$ cat src/design/sng_pkg.sv
// sng_pkg: shared types, constants and the microprogram for the noise gate
// depends on nothing; used by sng_mul, sng_seq, sng_dp and sensitivity_noise_gate
package sng_pkg;

  localparam int unsigned SampleW = 24;
  localparam int unsigned LevelW  = 40;
  localparam int unsigned GateW   = 25;
  localparam int unsigned SensW   = 17;
  localparam int unsigned OpAW    = 42;
  localparam int unsigned OpBW    = 18;
  localparam int unsigned ProdW   = OpAW + OpBW;
  localparam int unsigned AccW    = 74;
  localparam int unsigned PcW     = 5;
  localparam int unsigned AddrW   = 3;
  localparam int unsigned DataW   = 32;

  // decay and step coefficients, q0.32
  localparam logic [31:0] COEF_RELEASE = 32'd4293678806;
  localparam logic [31:0] COEF_PEAK    = 32'd4294924346;
  localparam logic [31:0] COEF_SCALE   = 32'd1503238554;
  localparam logic [31:0] COEF_OPEN    = 32'd42949673;
  localparam logic [31:0] COEF_CLOSE   = 32'd4294967;

  localparam logic [GateW-1:0] GATE_ONE   = 25'd16777216;
  localparam logic [SensW-1:0] SENS_ONE   = 17'd65536;
  localparam logic [SensW-1:0] SENS_RESET = 17'd32768;

  // register word index
  localparam logic [0:0] REG_SENS = 1'b0;

  typedef struct packed {
    logic                      restart;
    logic signed [SampleW-1:0] left_sample;
    logic signed [SampleW-1:0] right_sample;
  } sng_in_t;

  typedef struct packed {
    logic signed [SampleW-1:0] gated_left;
    logic signed [SampleW-1:0] gated_right;
    logic [GateW-1:0]          gate_value;
  } sng_out_t;

  typedef enum logic [2:0] {
    A_ENV, A_PEAK, A_THR, A_DIST, A_LEFT, A_RIGHT
  } a_sel_t;

  typedef enum logic [3:0] {
    B_ZERO, B_REL_LO, B_REL_HI, B_PK_LO, B_PK_HI, B_SINV, B_SC_LO, B_SC_HI,
    B_GC_LO, B_GC_HI, B_G_LO, B_G_HI
  } b_sel_t;

  typedef enum logic [1:0] {
    ACC_HOLD, ACC_LOAD, ACC_SHLADD
  } acc_op_t;

  typedef enum logic [3:0] {
    WB_NONE, WB_ENV_ATK, WB_ENV, WB_PEAK_RISE, WB_PEAK, WB_THR16, WB_THR32,
    WB_DIST, WB_GATE, WB_OUTL, WB_OUTR
  } wb_t;

  typedef enum logic [1:0] {
    JMP_NONE, JMP_ATTACK, JMP_RISE, JMP_NODIST
  } jmp_t;

  typedef enum logic {
    SEQ_IDLE, SEQ_RUN
  } seq_state_t;

  typedef struct packed {
    a_sel_t         a_sel;
    b_sel_t         b_sel;
    acc_op_t        acc_op;
    wb_t            wb;
    jmp_t           jmp;
    logic [PcW-1:0] target;
    logic           last;
  } sng_ctrl_t;

  typedef struct packed {
    logic attack;
    logic rise;
    logic no_dist;
  } sng_stat_t;

  // jump targets
  localparam logic [PcW-1:0] PC_PEAK  = 5'd4;
  localparam logic [PcW-1:0] PC_THR   = 5'd8;
  localparam logic [PcW-1:0] PC_APPLY = 5'd20;
  localparam logic [PcW-1:0] PC_NONE  = 5'd0;

  function automatic sng_ctrl_t cw(a_sel_t a, b_sel_t b, acc_op_t op, wb_t wb, jmp_t j,
                                   logic [PcW-1:0] tgt, logic last);
    sng_ctrl_t c;
    c.a_sel  = a;
    c.b_sel  = b;
    c.acc_op = op;
    c.wb     = wb;
    c.jmp    = j;
    c.target = tgt;
    c.last   = last;
    return c;
  endfunction

  localparam sng_ctrl_t CTRL_NOP = cw(A_ENV, B_ZERO, ACC_HOLD, WB_NONE, JMP_NONE, PC_NONE, 1'b0);

  // the product issued in one step is consumed by the accumulator in the next
  function automatic sng_ctrl_t sng_rom(logic [PcW-1:0] pc);
    sng_ctrl_t c;
    c = CTRL_NOP;
    case (pc)
      // envelope: attack jumps straight to the peak tracker
      5'd0:  c = cw(A_ENV,   B_REL_LO, ACC_HOLD,   WB_ENV_ATK,   JMP_ATTACK, PC_PEAK, 1'b0);
      5'd1:  c = cw(A_ENV,   B_REL_HI, ACC_LOAD,   WB_NONE,      JMP_NONE,   PC_NONE, 1'b0);
      5'd2:  c = cw(A_ENV,   B_ZERO,   ACC_SHLADD, WB_NONE,      JMP_NONE,   PC_NONE, 1'b0);
      5'd3:  c = cw(A_ENV,   B_ZERO,   ACC_HOLD,   WB_ENV,       JMP_NONE,   PC_NONE, 1'b0);
      // peak tracker
      5'd4:  c = cw(A_PEAK,  B_PK_LO,  ACC_HOLD,   WB_PEAK_RISE, JMP_RISE,   PC_THR,  1'b0);
      5'd5:  c = cw(A_PEAK,  B_PK_HI,  ACC_LOAD,   WB_NONE,      JMP_NONE,   PC_NONE, 1'b0);
      5'd6:  c = cw(A_PEAK,  B_ZERO,   ACC_SHLADD, WB_NONE,      JMP_NONE,   PC_NONE, 1'b0);
      5'd7:  c = cw(A_PEAK,  B_ZERO,   ACC_HOLD,   WB_PEAK,      JMP_NONE,   PC_NONE, 1'b0);
      // threshold = ((peak * (1 - sens)) >> 16) * 0.35
      5'd8:  c = cw(A_PEAK,  B_SINV,   ACC_HOLD,   WB_NONE,      JMP_NONE,   PC_NONE, 1'b0);
      5'd9:  c = cw(A_PEAK,  B_ZERO,   ACC_LOAD,   WB_NONE,      JMP_NONE,   PC_NONE, 1'b0);
      5'd10: c = cw(A_PEAK,  B_ZERO,   ACC_HOLD,   WB_THR16,     JMP_NONE,   PC_NONE, 1'b0);
      5'd11: c = cw(A_THR,   B_SC_LO,  ACC_HOLD,   WB_NONE,      JMP_NONE,   PC_NONE, 1'b0);
      5'd12: c = cw(A_THR,   B_SC_HI,  ACC_LOAD,   WB_NONE,      JMP_NONE,   PC_NONE, 1'b0);
      5'd13: c = cw(A_THR,   B_ZERO,   ACC_SHLADD, WB_NONE,      JMP_NONE,   PC_NONE, 1'b0);
      5'd14: c = cw(A_THR,   B_ZERO,   ACC_HOLD,   WB_THR32,     JMP_NONE,   PC_NONE, 1'b0);
      // gate level: step toward target, skipped when already there
      5'd15: c = cw(A_DIST,  B_ZERO,   ACC_HOLD,   WB_DIST,      JMP_NONE,   PC_NONE, 1'b0);
      5'd16: c = cw(A_DIST,  B_GC_LO,  ACC_HOLD,   WB_NONE,      JMP_NODIST, PC_APPLY, 1'b0);
      5'd17: c = cw(A_DIST,  B_GC_HI,  ACC_LOAD,   WB_NONE,      JMP_NONE,   PC_NONE, 1'b0);
      5'd18: c = cw(A_DIST,  B_ZERO,   ACC_SHLADD, WB_NONE,      JMP_NONE,   PC_NONE, 1'b0);
      5'd19: c = cw(A_DIST,  B_ZERO,   ACC_HOLD,   WB_GATE,      JMP_NONE,   PC_NONE, 1'b0);
      // apply gate to both channels
      5'd20: c = cw(A_LEFT,  B_G_LO,   ACC_HOLD,   WB_NONE,      JMP_NONE,   PC_NONE, 1'b0);
      5'd21: c = cw(A_LEFT,  B_G_HI,   ACC_LOAD,   WB_NONE,      JMP_NONE,   PC_NONE, 1'b0);
      5'd22: c = cw(A_RIGHT, B_G_LO,   ACC_SHLADD, WB_NONE,      JMP_NONE,   PC_NONE, 1'b0);
      5'd23: c = cw(A_RIGHT, B_G_HI,   ACC_LOAD,   WB_OUTL,      JMP_NONE,   PC_NONE, 1'b0);
      5'd24: c = cw(A_RIGHT, B_ZERO,   ACC_SHLADD, WB_NONE,      JMP_NONE,   PC_NONE, 1'b0);
      5'd25: c = cw(A_RIGHT, B_ZERO,   ACC_HOLD,   WB_OUTR,      JMP_NONE,   PC_NONE, 1'b0);
      5'd26: c = cw(A_ENV,   B_ZERO,   ACC_HOLD,   WB_NONE,      JMP_NONE,   PC_NONE, 1'b1);
      default: c = CTRL_NOP;
    endcase
    return c;
  endfunction

endpackage

$ cat src/design/sng_mul.sv
// sng_mul: shared signed multiplier with a registered product
// depends on sng_pkg for operand widths
module sng_mul (
  input  logic                             clk,
  input  logic signed [sng_pkg::OpAW-1:0]  op_a,
  input  logic signed [sng_pkg::OpBW-1:0]  op_b,
  output logic signed [sng_pkg::ProdW-1:0] prod_r
);
  import sng_pkg::*;

  logic signed [ProdW-1:0] prod_nxt;

  assign prod_nxt = ProdW'(op_a) * ProdW'(op_b);

  always_ff @(posedge clk) begin
    prod_r <= prod_nxt;
  end

endmodule

$ cat src/design/sng_seq.sv
// sng_seq: microcode sequencer, step counter, program rom and conditional jumps
// depends on sng_pkg for the control word, status and program
module sng_seq (
  input  logic               clk,
  input  logic               rst_n,
  input  logic               start,
  input  logic               stall,
  input  sng_pkg::sng_stat_t stat,
  output sng_pkg::sng_ctrl_t ctrl,
  output logic               busy,
  output logic               done
);
  import sng_pkg::*;

  seq_state_t     state_r, state_nxt;
  logic [PcW-1:0] pc_r, pc_nxt;
  sng_ctrl_t      rom_word;
  logic           taken;

  always_ff @(posedge clk) begin
    if (!rst_n) begin
      state_r <= SEQ_IDLE;
      pc_r    <= '0;
    end else begin
      state_r <= state_nxt;
      pc_r    <= pc_nxt;
    end
  end

  assign rom_word = sng_rom(pc_r);

  always_comb begin
    case (rom_word.jmp)
      JMP_ATTACK: taken = stat.attack;
      JMP_RISE:   taken = stat.rise;
      JMP_NODIST: taken = stat.no_dist;
      default:    taken = 1'b0;
    endcase
  end

  always_comb begin
    state_nxt = state_r;
    pc_nxt    = pc_r;
    ctrl      = CTRL_NOP;
    busy      = 1'b1;
    done      = 1'b0;
    unique case (state_r)
      SEQ_IDLE: begin
        busy = 1'b0;
        if (start) begin
          state_nxt = SEQ_RUN;
          pc_nxt    = '0;
        end
      end
      SEQ_RUN: begin
        ctrl = rom_word;
        if (rom_word.last) begin
          // final step waits here until the output register is free
          if (!stall) begin
            done      = 1'b1;
            state_nxt = SEQ_IDLE;
          end
        end else begin
          pc_nxt = taken ? rom_word.target : pc_r + 1'b1;
        end
      end
      default: state_nxt = SEQ_IDLE;
    endcase
  end

endmodule

$ cat src/design/sng_dp.sv
// sng_dp: datapath with envelope, peak, threshold and gate registers around one multiplier
// depends on sng_pkg and sng_mul
module sng_dp (
  input  logic                         clk,
  input  logic                         rst_n,
  input  logic                         start,
  input  sng_pkg::sng_in_t             item,
  input  logic [sng_pkg::SensW-1:0]    sensitivity,
  input  sng_pkg::sng_ctrl_t           ctrl,
  output sng_pkg::sng_stat_t           stat,
  output sng_pkg::sng_out_t            res
);
  import sng_pkg::*;

  logic [LevelW-1:0]         env_r, env_nxt, peak_r, peak_nxt, thr_r, thr_nxt;
  logic [GateW-1:0]          gate_r, gate_nxt, dist_r, dist_nxt, step;
  logic                      open_r, open_nxt;
  logic signed [SampleW-1:0] left_r, right_r, gl_r, gl_nxt, gr_r, gr_nxt;
  logic [SampleW-1:0]        mag_r;
  logic [LevelW-1:0]         mag_lvl;
  logic signed [AccW-1:0]    acc_r, acc_nxt, prod_ext;
  logic signed [OpAW-1:0]    op_a;
  logic signed [OpBW-1:0]    op_b;
  logic signed [ProdW-1:0]   prod;
  logic [SensW-1:0]          sens_inv;
  logic [31:0]               gate_coef;
  logic [47:0]               rnd;

  sng_mul u_mul (
    .clk    (clk),
    .op_a   (op_a),
    .op_b   (op_b),
    .prod_r (prod)
  );

  always_ff @(posedge clk) begin
    if (!rst_n) begin
      env_r  <= '0;
      peak_r <= '0;
      gate_r <= '0;
    end else begin
      env_r  <= env_nxt;
      peak_r <= peak_nxt;
      gate_r <= gate_nxt;
    end
  end

  always_ff @(posedge clk) begin
    thr_r  <= thr_nxt;
    dist_r <= dist_nxt;
    open_r <= open_nxt;
    acc_r  <= acc_nxt;
    gl_r   <= gl_nxt;
    gr_r   <= gr_nxt;
    if (start) begin
      left_r  <= item.left_sample;
      right_r <= item.right_sample;
      mag_r   <= item.left_sample[SampleW-1] ? $unsigned(~item.left_sample + 1'b1)
                                             : $unsigned(item.left_sample);
    end
  end

  assign mag_lvl   = {mag_r, 16'b0};
  assign sens_inv  = (sensitivity > SENS_ONE) ? '0 : SENS_ONE - sensitivity;
  assign gate_coef = open_r ? COEF_OPEN : COEF_CLOSE;
  assign prod_ext  = AccW'(prod);
  // ceiling of the q0.32 product
  assign step      = acc_r[56:32] + {24'b0, |acc_r[31:0]};
  assign rnd       = acc_r[47:0] + 48'h800000;

  assign stat.attack  = mag_lvl > env_r;
  assign stat.rise    = env_r > peak_r;
  assign stat.no_dist = (dist_r == '0);

  always_comb begin
    unique case (ctrl.a_sel)
      A_ENV:   op_a = $signed({2'b0, env_r});
      A_PEAK:  op_a = $signed({2'b0, peak_r});
      A_THR:   op_a = $signed({2'b0, thr_r});
      A_DIST:  op_a = $signed({17'b0, dist_r});
      A_LEFT:  op_a = OpAW'(left_r);
      A_RIGHT: op_a = OpAW'(right_r);
      default: op_a = '0;
    endcase
  end

  always_comb begin
    unique case (ctrl.b_sel)
      B_REL_LO: op_b = $signed({2'b0, COEF_RELEASE[15:0]});
      B_REL_HI: op_b = $signed({2'b0, COEF_RELEASE[31:16]});
      B_PK_LO:  op_b = $signed({2'b0, COEF_PEAK[15:0]});
      B_PK_HI:  op_b = $signed({2'b0, COEF_PEAK[31:16]});
      B_SINV:   op_b = $signed({1'b0, sens_inv});
      B_SC_LO:  op_b = $signed({2'b0, COEF_SCALE[15:0]});
      B_SC_HI:  op_b = $signed({2'b0, COEF_SCALE[31:16]});
      B_GC_LO:  op_b = $signed({2'b0, gate_coef[15:0]});
      B_GC_HI:  op_b = $signed({2'b0, gate_coef[31:16]});
      B_G_LO:   op_b = $signed({2'b0, gate_r[15:0]});
      B_G_HI:   op_b = $signed({9'b0, gate_r[24:16]});
      default:  op_b = '0;
    endcase
  end

  always_comb begin
    unique case (ctrl.acc_op)
      ACC_LOAD:   acc_nxt = prod_ext;
      ACC_SHLADD: acc_nxt = acc_r + (prod_ext <<< 16);
      default:    acc_nxt = acc_r;
    endcase
  end

  always_comb begin
    env_nxt  = env_r;
    peak_nxt = peak_r;
    gate_nxt = gate_r;
    thr_nxt  = thr_r;
    dist_nxt = dist_r;
    open_nxt = open_r;
    gl_nxt   = gl_r;
    gr_nxt   = gr_r;
    if (start && item.restart) begin
      env_nxt  = '0;
      peak_nxt = '0;
      gate_nxt = '0;
    end
    unique case (ctrl.wb)
      WB_ENV_ATK: begin
        if (stat.attack) begin
          env_nxt = mag_lvl;
        end
      end
      WB_ENV: env_nxt = acc_r[71:32];
      WB_PEAK_RISE: begin
        if (stat.rise) begin
          peak_nxt = env_r;
        end
      end
      WB_PEAK:  peak_nxt = acc_r[71:32];
      WB_THR16: thr_nxt  = acc_r[55:16];
      WB_THR32: thr_nxt  = acc_r[71:32];
      WB_DIST: begin
        open_nxt = env_r > thr_r;
        dist_nxt = (env_r > thr_r) ? GATE_ONE - gate_r : gate_r;
      end
      WB_GATE: gate_nxt = open_r ? gate_r + step : gate_r - step;
      WB_OUTL: gl_nxt   = $signed(rnd[47:24]);
      WB_OUTR: gr_nxt   = $signed(rnd[47:24]);
      default: ;
    endcase
  end

  assign res.gated_left  = gl_r;
  assign res.gated_right = gr_r;
  assign res.gate_value  = gate_r;

endmodule

$ cat src/design/sensitivity_noise_gate.sv
// sensitivity_noise_gate: top level with handshakes, config register and output register
// depends on sng_pkg, sng_seq and sng_dp
//
// Adaptive noise gate, one stereo frame per item. The input channel (in_valid, in_ready,
// in_data) takes restart and the two q1.23 samples; the output channel (out_valid,
// out_ready, out_data) returns both gated samples and the q1.24 gate level, one result
// per item, in order.
// Each item runs through a 27-step microprogram on a single shared multiplier; the
// sequencer walks the program and skips the release, peak decay or gate step
// multiplies when the envelope attacks, the peak rises or the gate is already at its
// target. The block accepts one item at a time: in_ready is high again the cycle after
// the result is loaded, so a new item is taken while the previous result waits in the
// output register. If out_ready stays low the sequencer parks on its final step and
// in_ready stays low until the output register frees up.
// Sensitivity (q1.16, 17 bits) is written through the apb port at byte address 0 and
// reads back from the same address; values above 1.0 act as 1.0.
// Reset (rst_n low, synchronous) clears envelope, peak, gate level and the output
// valid, and sets sensitivity to 0.5.
module sensitivity_noise_gate (
  input  logic                         clk,
  input  logic                         rst_n,
  input  logic                         in_valid,
  output logic                         in_ready,
  input  sng_pkg::sng_in_t             in_data,
  output logic                         out_valid,
  input  logic                         out_ready,
  output sng_pkg::sng_out_t            out_data,
  input  logic                         psel,
  input  logic                         penable,
  input  logic                         pwrite,
  input  logic [sng_pkg::AddrW-1:0]    paddr,
  input  logic [sng_pkg::DataW-1:0]    pwdata,
  output logic [sng_pkg::DataW-1:0]    prdata,
  output logic                         pready
);
  import sng_pkg::*;

  logic [SensW-1:0] sens_r, sens_nxt;
  logic             out_valid_r, out_valid_nxt;
  sng_out_t         out_data_r, out_data_nxt;
  logic             start, stall, busy, done, sens_wr;
  sng_ctrl_t        ctrl;
  sng_stat_t        stat;
  sng_out_t         res;

  sng_seq u_seq (
    .clk   (clk),
    .rst_n (rst_n),
    .start (start),
    .stall (stall),
    .stat  (stat),
    .ctrl  (ctrl),
    .busy  (busy),
    .done  (done)
  );

  sng_dp u_dp (
    .clk         (clk),
    .rst_n       (rst_n),
    .start       (start),
    .item        (in_data),
    .sensitivity (sens_r),
    .ctrl        (ctrl),
    .stat        (stat),
    .res         (res)
  );

  assign in_ready = !busy;
  assign start    = in_valid && in_ready;
  assign stall    = out_valid_r && !out_ready;

  assign sens_wr  = psel && penable && pwrite && (paddr[AddrW-1:2] == REG_SENS);
  assign sens_nxt = sens_wr ? pwdata[SensW-1:0] : sens_r;
  assign prdata   = (paddr[AddrW-1:2] == REG_SENS) ? {{(DataW-SensW){1'b0}}, sens_r} : '0;
  assign pready   = 1'b1;

  assign out_valid_nxt = done || (out_valid_r && !out_ready);
  assign out_data_nxt  = done ? res : out_data_r;

  always_ff @(posedge clk) begin
    if (!rst_n) begin
      sens_r      <= SENS_RESET;
      out_valid_r <= 1'b0;
    end else begin
      sens_r      <= sens_nxt;
      out_valid_r <= out_valid_nxt;
    end
  end

  always_ff @(posedge clk) begin
    out_data_r <= out_data_nxt;
  end

  assign out_valid = out_valid_r;
  assign out_data  = out_data_r;

`ifndef SYNTH
  a_start_busy: assert property (@(posedge clk) disable iff (!rst_n)
    start |=> !in_ready)
    else $error("sequencer did not leave idle after an item was taken");

  a_no_overwrite: assert property (@(posedge clk) disable iff (!rst_n)
    done |-> (!out_valid_r || out_ready))
    else $error("result loaded over an unread output");

  a_gate_range: assert property (@(posedge clk) disable iff (!rst_n)
    out_valid_r |-> (out_data_r.gate_value <= GATE_ONE))
    else $error("gate level above fully open");
`endif

endmodule
$ cat config.mk
export PLATFORM = sky130hd
export DESIGN_NAME = sensitivity_noise_gate
export DESIGN_NICKNAME = d
export VERILOG_FILES = /design/src/design/sng_pkg.sv /design/src/design/sng_mul.sv /design/src/design/sng_seq.sv /design/src/design/sng_dp.sv /design/src/design/sensitivity_noise_gate.sv
export SDC_FILE = /design/constraint.sdc
export NUM_CORES = 2
export LEC_CHECK = 0
export ABC_CLOCK_PERIOD_IN_PS = 14050
export CORE_UTILIZATION = 30
export CTS_CLUSTER_SIZE = 24
export DETAILED_ROUTE_END_ITERATION = 16
export DONT_BUFFER_PORTS = 1
export MAX_ROUTING_LAYER = met4
export SKIP_CTS_REPAIR_TIMING = 1
export SLEW_MARGIN = 0
export SYNTH_ARGS = -nofsm -noshare
export SYNTH_HDL_FRONTEND = slang
export SYNTH_SLANG_ARGS = --single-unit
$ cat constraint.sdc
create_clock -name clk -period 14.05 [get_ports clk]
set_input_delay 0.7025 -clock clk [delete_from_list [all_inputs] [get_ports clk]]
set_output_delay 0.7025 -clock clk [all_outputs]
set_load 0.02 [all_outputs]
Word-level counts from Yosys, hierarchy flattened
Memory sizes are Yosys's and may differ from the RTL's. A register that Yosys moved wholly into a read port is not among the register bits.
Index checks and enable logic that the tools add are counted.
{ "word_totals": {"register_bits": 522, "rom_bits": 608, "inputBits": 91, "mem_count": 1} }
{ "classes": {"n_addsub": 9, "mul": 1, "n_lt_le_gt_ge": 4, "eq_ne": 33, "mux": 34, "bitwise": 3, "reduce_logical": 16} }
{ "mem_list": {"columns": ["name", "words", "word_bits", "read_ports", "rd_ports_with_merged_regs", "write_ports", "line", "text"], "rows": [
  ["(no name shown)", 32, 19, 1, 1, 0, "sng_pkg.sv:110", "case (pc)"]
]} }
{ "op_table": {"columns": ["operator", "count"], "rows": [
  ["one-hot mux 42 bit (6 select lines)", 1],
  ["one-hot mux 40 bit (2 select lines)", 3],
  ["one-hot mux 17 bit (11 select lines)", 1],
  ["2-to-1 mux 40 bit", 4],
  ["one-hot mux 74 bit (2 select lines)", 1],
  ["greater-than comparator 40 bit", 3],
  ["2-to-1 mux 25 bit", 4],
  ["adder 74 bit", 1],
  ["multiplier 42 x 18 -> 60 bit", 1],
  ["adder 48 x 24 -> 48 bit (second input constant)", 1],
  ["2-to-1 mux 17 bit", 2],
  ["equality test 4 x 3 -> 1 bit (second input constant)", 8],
  ["OR reduction 32 bit", 1],
  ["equality test 4 bit (second input constant)", 7],
  ["2-to-1 mux 26 bit", 1],
  ["adder 25 x 1 -> 25 bit", 1],
  ["adder 25 bit", 1],
  ["zero test 25 bit", 1],
  ["2-to-1 mux 5 bit", 5],
  ["subtractor 25 bit", 1],
  ["subtractor 25 bit (first input constant)", 1],
  ["adder 24 x 1 -> 24 bit (second input constant)", 1],
  ["inverter 24 bit", 1],
  ["2-to-1 mux 23 bit", 1],
  ["other kinds (24)", 48]
]} }

Depth between registers and ports, before layout
{ "logic_depth": {"depth_word": 7, "ltp_mapped": 36, "ltp_nobuf": 32} }

Modules after synthesis
From an unflattened synthesis, not the netlist that was laid out.
{ "unflattened": {"cells_unflattened": 6162, "hier_area_um2": 57208.6} }
{ "by_module_without_submodules": {"columns": ["mod", "instances", "cells_each", "area_per_inst_um2", "seq_area_each_um2"], "rows": [
  ["sng_mul", 1, 3088, 26994.6, 1201.2],
  ["sng_dp", 1, 2714, 25554.5, 9819.4],
  ["sensitivity_noise_gate", 1, 189, 3191.8, 2552.4],
  ["sng_seq", 1, 171, 1467.7, 480.5]
]} }

Worst setup path before layout
No wires, ideal clock.
{ "synth_timing": {"path_type": "reg-to-reg", "from": "reg sens_r[2]", "to": "reg u_dp.u_mul.prod_r[52] (netlist bit)", "setup_time_ns": 0.072, "arrival_ns": 8.511, "required_time_ns": 13.978, "setup_slack_ns": 5.466, "stages_incl_launch_ff": 33, "period_less_slack_ns": 8.584, "path_cell_list": "dfxtp_1 or4_1 nor4_2 nand3_1 nor2_1 nand3_1 a2111oi_2 buf_2 a22o_1 buf_2 buf_2 nand2_1 fa_1 inv_1 fa_1 fa_1 fa_1 fa_1 inv_1 fa_1 inv_1 ha_1 a21o_1 a21o_1 a221oi_1 o31ai_2 a311o_1 a41oi_2 o31a_1 o21ai_1 a221o_1 a211oi_1 xnor2_1"} }
{ "synth_between": {"elab_chain_len": 4} }
{ "synth_lines": {"columns": ["item", "line", "text"], "rows": [
  ["start: declaration", "sensitivity_noise_gate.sv:38", "logic [SensW-1:0] sens_r, sens_nxt;"],
  ["start signal: assignment", "sensitivity_noise_gate.sv:85", "sens_r <= sens_nxt;"],
  ["subtractor 17 bit or greater-than comparator 17 bit (tied branches)", "sng_dp.sv:64", "assign sens_inv = (sensitivity > SENS_ONE) ? '0 : SENS_ONE - sensitivity;"],
  ["2-to-1 mux 17 bit (*)", "sng_dp.sv:64", null],
  ["one-hot mux 17 bit (11 select lines) (*)", "sng_dp.sv:88", "unique case (ctrl.b_sel)"],
  ["multiplier 42 x 18 -> 60 bit (*)", "sng_mul.sv:13", "assign prod_nxt = ProdW'(op_a) * ProdW'(op_b);"],
  ["named net u_dp.u_mul.prod_nxt[52]", "sng_mul.sv:11", "logic signed [ProdW-1:0] prod_nxt;"],
  ["end signal: assignment", "sng_mul.sv:16", "prod_r <= prod_nxt;"],
  ["end: declaration", "sng_mul.sv:7", "output logic signed [sng_pkg::ProdW-1:0] prod_r"]
]} }
Mark *: on every way through the listed nets, which the timed path passes. The rest lies on a longest branch.
A chain may end at the register's enable or synchronous reset.

Worst setup path after layout
{ "layout_timing": {"from": "reg sens_r[2]", "to": "reg u_dp.u_mul.prod_r[59] (netlist bit)"} }
Same word-level chain as after synthesis.

==> metrics.txt <==
run status finished clean; CTS tree built; HPWL after DPL approximately 140000 um; total placed instance area between 50000 and 60000 um^2; area enclosed by the die boundary about 180000 um^2; die span in y ~430 um; final routed wire length divided by cell count approximately 23 um; Fmax just over 90 MHz; Buffers on Ports 0; max-slew headroom at the worst pin between 10% and 20%; biggest fanout along the worst timing path 38; maximum cell stage delay along the critical path 1000 ps; Placeable Area approximately 180000 um^2; number of buffers on the longest clock path 3; power density over the cells between 70 and 80 nW/um^2; synthesized area ~54000 um^2; mean instance size in the synthesized netlist between 9 and 10 um^2; type of the worst min-delay path in2reg; fraction of layout cells with a size suffix above 1 a little over 6%; number of global-route vias before repair around 43000; kind of launch point of the worst setup path register; sequential-to-total area share from yosys stat 26.1%; first-iteration detailed-routing DRC count 4101; routability congestion estimate roughly 0.94; number of buffers added by the clock tree synthesis step 59; clk sink count approximately 540; starting utilization of the core area 30.2%; synthesized instance count 5807; final instance area about 59000 um^2; RSZ-0062 raised after global routing no; setup_tns 0 ps; static leakage power 25.3 nW; part of the cycle the worst path needs approximately 80%; startpoint of the lowest-slack register-to-register path sens_r[2]; first drt pass iteration count 9; number of setup violations in the final report 0; cell depth of the worst hold path 0; primary flip-flop cell chosen by synthesis mapping sky130_fd_sc_hd__edfxtp_1; number of antenna violations at the first check in global routing 4; insertion delay of the later-clocked pin in the worst-skew pair ~700 ps; CTS Root Cell sky130_fd_sc_hd__clkbuf_16; final period demand of the worst path between 10000 and 15000 ps; Total Wirelength around 180000 um; pins over their slew limit 0; count of final hold-check violations 0; global-route usage over all layers between 20% and 30%; number of distinct library cell variants in the gate-level netlist after synthesis 104; Most Frequent Cell on Critical Path sky130_fd_sc_hd__fa_1; CP max-delay cell sky130_fd_sc_hd__a2111oi_4; H-Tree Level Count 2; average via count per standard cell 5.26; wire length of the first global-routing pass roughly 280000 um; maximum number of pins on one net before global-route repair around 140; type of the worst setup path reg2reg; Async SR Flop Fraction 0%; required time reported for the critical path endpoint roughly 15000 ps; synthesis-to-layout area growth 8.96%; EDFF count, synth 330; pin slew with the least headroom to its limit 1300 ps; IR drop worst, VDD between 0.1 and 0.15 mV; worst setup path endpoint u_dp.u_mul.prod_r[59]; FF-to-FF setup slack just over 3000 ps; number of nets with antenna violations after routing 0; number of nets at the end of the flow around 6800; depth of the worst register-to-register path 33; clock-pin transition on the worst setup and hold timing paths about 80 ps; Worst EP arrival 11490 ps; Worst R2R End u_dp.u_mul.prod_r[59]; Warnings, synthesis 0; via count 42500; max-cap check violation count 0; # IOs ~200; Die Wd 426 um; nature of the critical path endpoint register; number of placement rows approximately 160; first element of the critical path sens_r[2]; Clock Skew 49.5 ps; Seq cells post-synth approximately 540; drt drc 0; overall overflow remaining after global route 0
==> metal layers <==
layer,track usage (%),up-vias,part of all wire (%)
li1,-,18900,-
met5,-,-,0
met3,2.39,312,6.8
met1,26.6,21600,42
met4,7.74,0,4.2
met2,33.7,1697,47
==> logic make-up (layout without fill, tap and decap cells) <==
logic type                 after synthesis  in the layout  share of synthesized area, %
other                                    2             18                        0.0139
muxes                                   84             84                          1.73
AOI/OAI and AO/OA                      858            858                          10.9
buffers and inverters                 1194           1097                          8.57
and+or+nand+nor                       1876           1876                          16.2
DFF                                    537            537                          26.1
adders and majority gates              997            997                          32.3
xor gates and xnor gates               259            259                          4.21
==> where the power goes <==
| part | total (mW) | internal (mW) | switching [mW] |
|---|---|---|---|
| clock network | 1.75 | 1.01 | 0.740 |
| registers | 1.81 | 1.73 | 0.0834 |
| logic | 1.02 | 0.328 | 0.688 |
| total | 4.58 | 3.07 | 1.51 |
==> worst min path at each step <==
stage	from	slack, ps	to
CTS	in_data[0]	60	u_dp.right_r[0]
detailed placement	u_dp.gr_r[0]	400	out_data[25]
global route	in_data[0]	70	u_dp.right_r[0]
floorplan	u_dp.gr_r[0]	400	out_data[25]
finish	in_data[0]	90	u_dp.right_r[0]
global placement	u_dp.gl_r[18]	400	out_data[67]
==> layout by cell type, fill, tap and decap left out, types with 14 or more instances in the layout <==
master / instances
sky130_fd_sc_hd__a21o_1: 103
sky130_fd_sc_hd__nor3_1: 30
sky130_fd_sc_hd__or4_1: 16
sky130_fd_sc_hd__nand2b_1: 39
sky130_fd_sc_hd__o21ai_0: 152
sky130_fd_sc_hd__a22oi_1: 24
sky130_fd_sc_hd__inv_1: 890
sky130_fd_sc_hd__o31ai_1: 27
sky130_fd_sc_hd__a211oi_1: 30
sky130_fd_sc_hd__and4_1: 42
sky130_fd_sc_hd__ha_1: 334
sky130_fd_sc_hd__clkbuf_16: 62
sky130_fd_sc_hd__xnor2_1: 183
sky130_fd_sc_hd__a222oi_1: 53
sky130_fd_sc_hd__nor2_1: 464
sky130_fd_sc_hd__nand2_1: 726
sky130_fd_sc_hd__and2_1: 39
sky130_fd_sc_hd__fa_1: 662
sky130_fd_sc_hd__or3_1: 21
sky130_fd_sc_hd__mux2_2: 76
sky130_fd_sc_hd__nor2b_1: 137
sky130_fd_sc_hd__or2_2: 14
sky130_fd_sc_hd__o21bai_1: 17
sky130_fd_sc_hd__conb_1: 16
sky130_fd_sc_hd__o21a_1: 27
sky130_fd_sc_hd__xor2_1: 76
sky130_fd_sc_hd__buf_4: 91
sky130_fd_sc_hd__dfxtp_1: 207
sky130_fd_sc_hd__a221oi_1: 42
sky130_fd_sc_hd__and3_1: 30
sky130_fd_sc_hd__a21oi_1: 207
sky130_fd_sc_hd__nand4_1: 83
sky130_fd_sc_hd__nand3_1: 155
sky130_fd_sc_hd__edfxtp_1: 330
sky130_fd_sc_hd__a21boi_0: 24
sky130_fd_sc_hd__a31oi_1: 23
sky130_fd_sc_hd__nor4_1: 31
==> stage by stage <==
| step | hold WS, ps | util, % | cells | setup slack [ps] | total power, mW |
|---|---|---|---|---|---|
| floorplan | 400 | - | 5821 | 5470 | 2.49 |
| global placement | 402 | 31.7 | 7967 | 3290 | 2.83 |
| detailed placement | 405 | 31.7 | 7967 | 3270 | 2.84 |
| CTS | 55.3 | 32.9 | 8079 | 3210 | 4.59 |
| global route | 65.2 | 32.9 | 8080 | 2560 | 4.74 |
| finish | 92.1 | 32.9 | 8081 | 3120 | 4.58 |
==> worst max-delay path, delay by kind of cell, from the launching register on <==
kind                     cells  cell delay, ps
adder cells (fa/ha/maj)      7            3360
AND/OR/NAND/NOR             10            3100
AO/OA/AOI/OAI                9            3060
buffers and inverters        6             760
flip-flops                   1             360
XOR/XNOR                     1              90
==> sequential cells by signal, indices dropped and copies added (netlist names), 23 cells and up <==
name	flops
u_dp.gr_r	24
u_dp.mag_r	24
out_data	73
u_dp.acc_r	72
u_dp.dist_r	25
u_dp.thr_r	40
u_dp.peak_r	40
u_dp.u_mul.prod_r	60
u_dp.env_r	40
u_dp.gl_r	24
u_dp.left_r	23
u_dp.gate_r	25
u_dp.right_r	24
==> area by class of cell <==
| cell class | instances | area (um^2) |
|---|---|---|
| fillers | 18100 | 120000 |
| multi-input cells | 4090 | 35600 |
| flip-flops and latches | 537 | 14100 |
| inverters | 894 | 3360 |
| well taps | 2355 | 2950 |
| clock buffers | 79 | 1710 |
| repair buffers | 91 | 683 |
| clock inverters | 33 | 479 |
| diodes | 2 | 5.00 |
==> cell usage after synthesis, types with 33 or more instances <==
master,n,area [um^2]
sky130_fd_sc_hd__nand4_1,83,519
sky130_fd_sc_hd__a221oi_1,43,377
sky130_fd_sc_hd__inv_1,891,3340
sky130_fd_sc_hd__a21oi_1,207,1040
sky130_fd_sc_hd__nand2_1,727,2730
sky130_fd_sc_hd__nand2b_1,39,244
sky130_fd_sc_hd__edfxtp_1,330,9910
sky130_fd_sc_hd__a222oi_1,53,531
sky130_fd_sc_hd__nor2b_1,139,870
sky130_fd_sc_hd__mux2_2,76,856
sky130_fd_sc_hd__ha_1,335,4190
sky130_fd_sc_hd__a21o_1,103,773
sky130_fd_sc_hd__clkbuf_1,220,826
sky130_fd_sc_hd__and2_1,39,244
sky130_fd_sc_hd__dfxtp_1,207,4140
sky130_fd_sc_hd__and4_1,42,368
sky130_fd_sc_hd__nor3_1,33,165
sky130_fd_sc_hd__nor2_1,468,1760
sky130_fd_sc_hd__xor2_1,76,666
sky130_fd_sc_hd__nand3_1,155,776
sky130_fd_sc_hd__fa_1,662,13300
sky130_fd_sc_hd__o21ai_0,152,761
sky130_fd_sc_hd__xnor2_1,183,1600
Note: power is estimated with default switching activity, not from simulation.
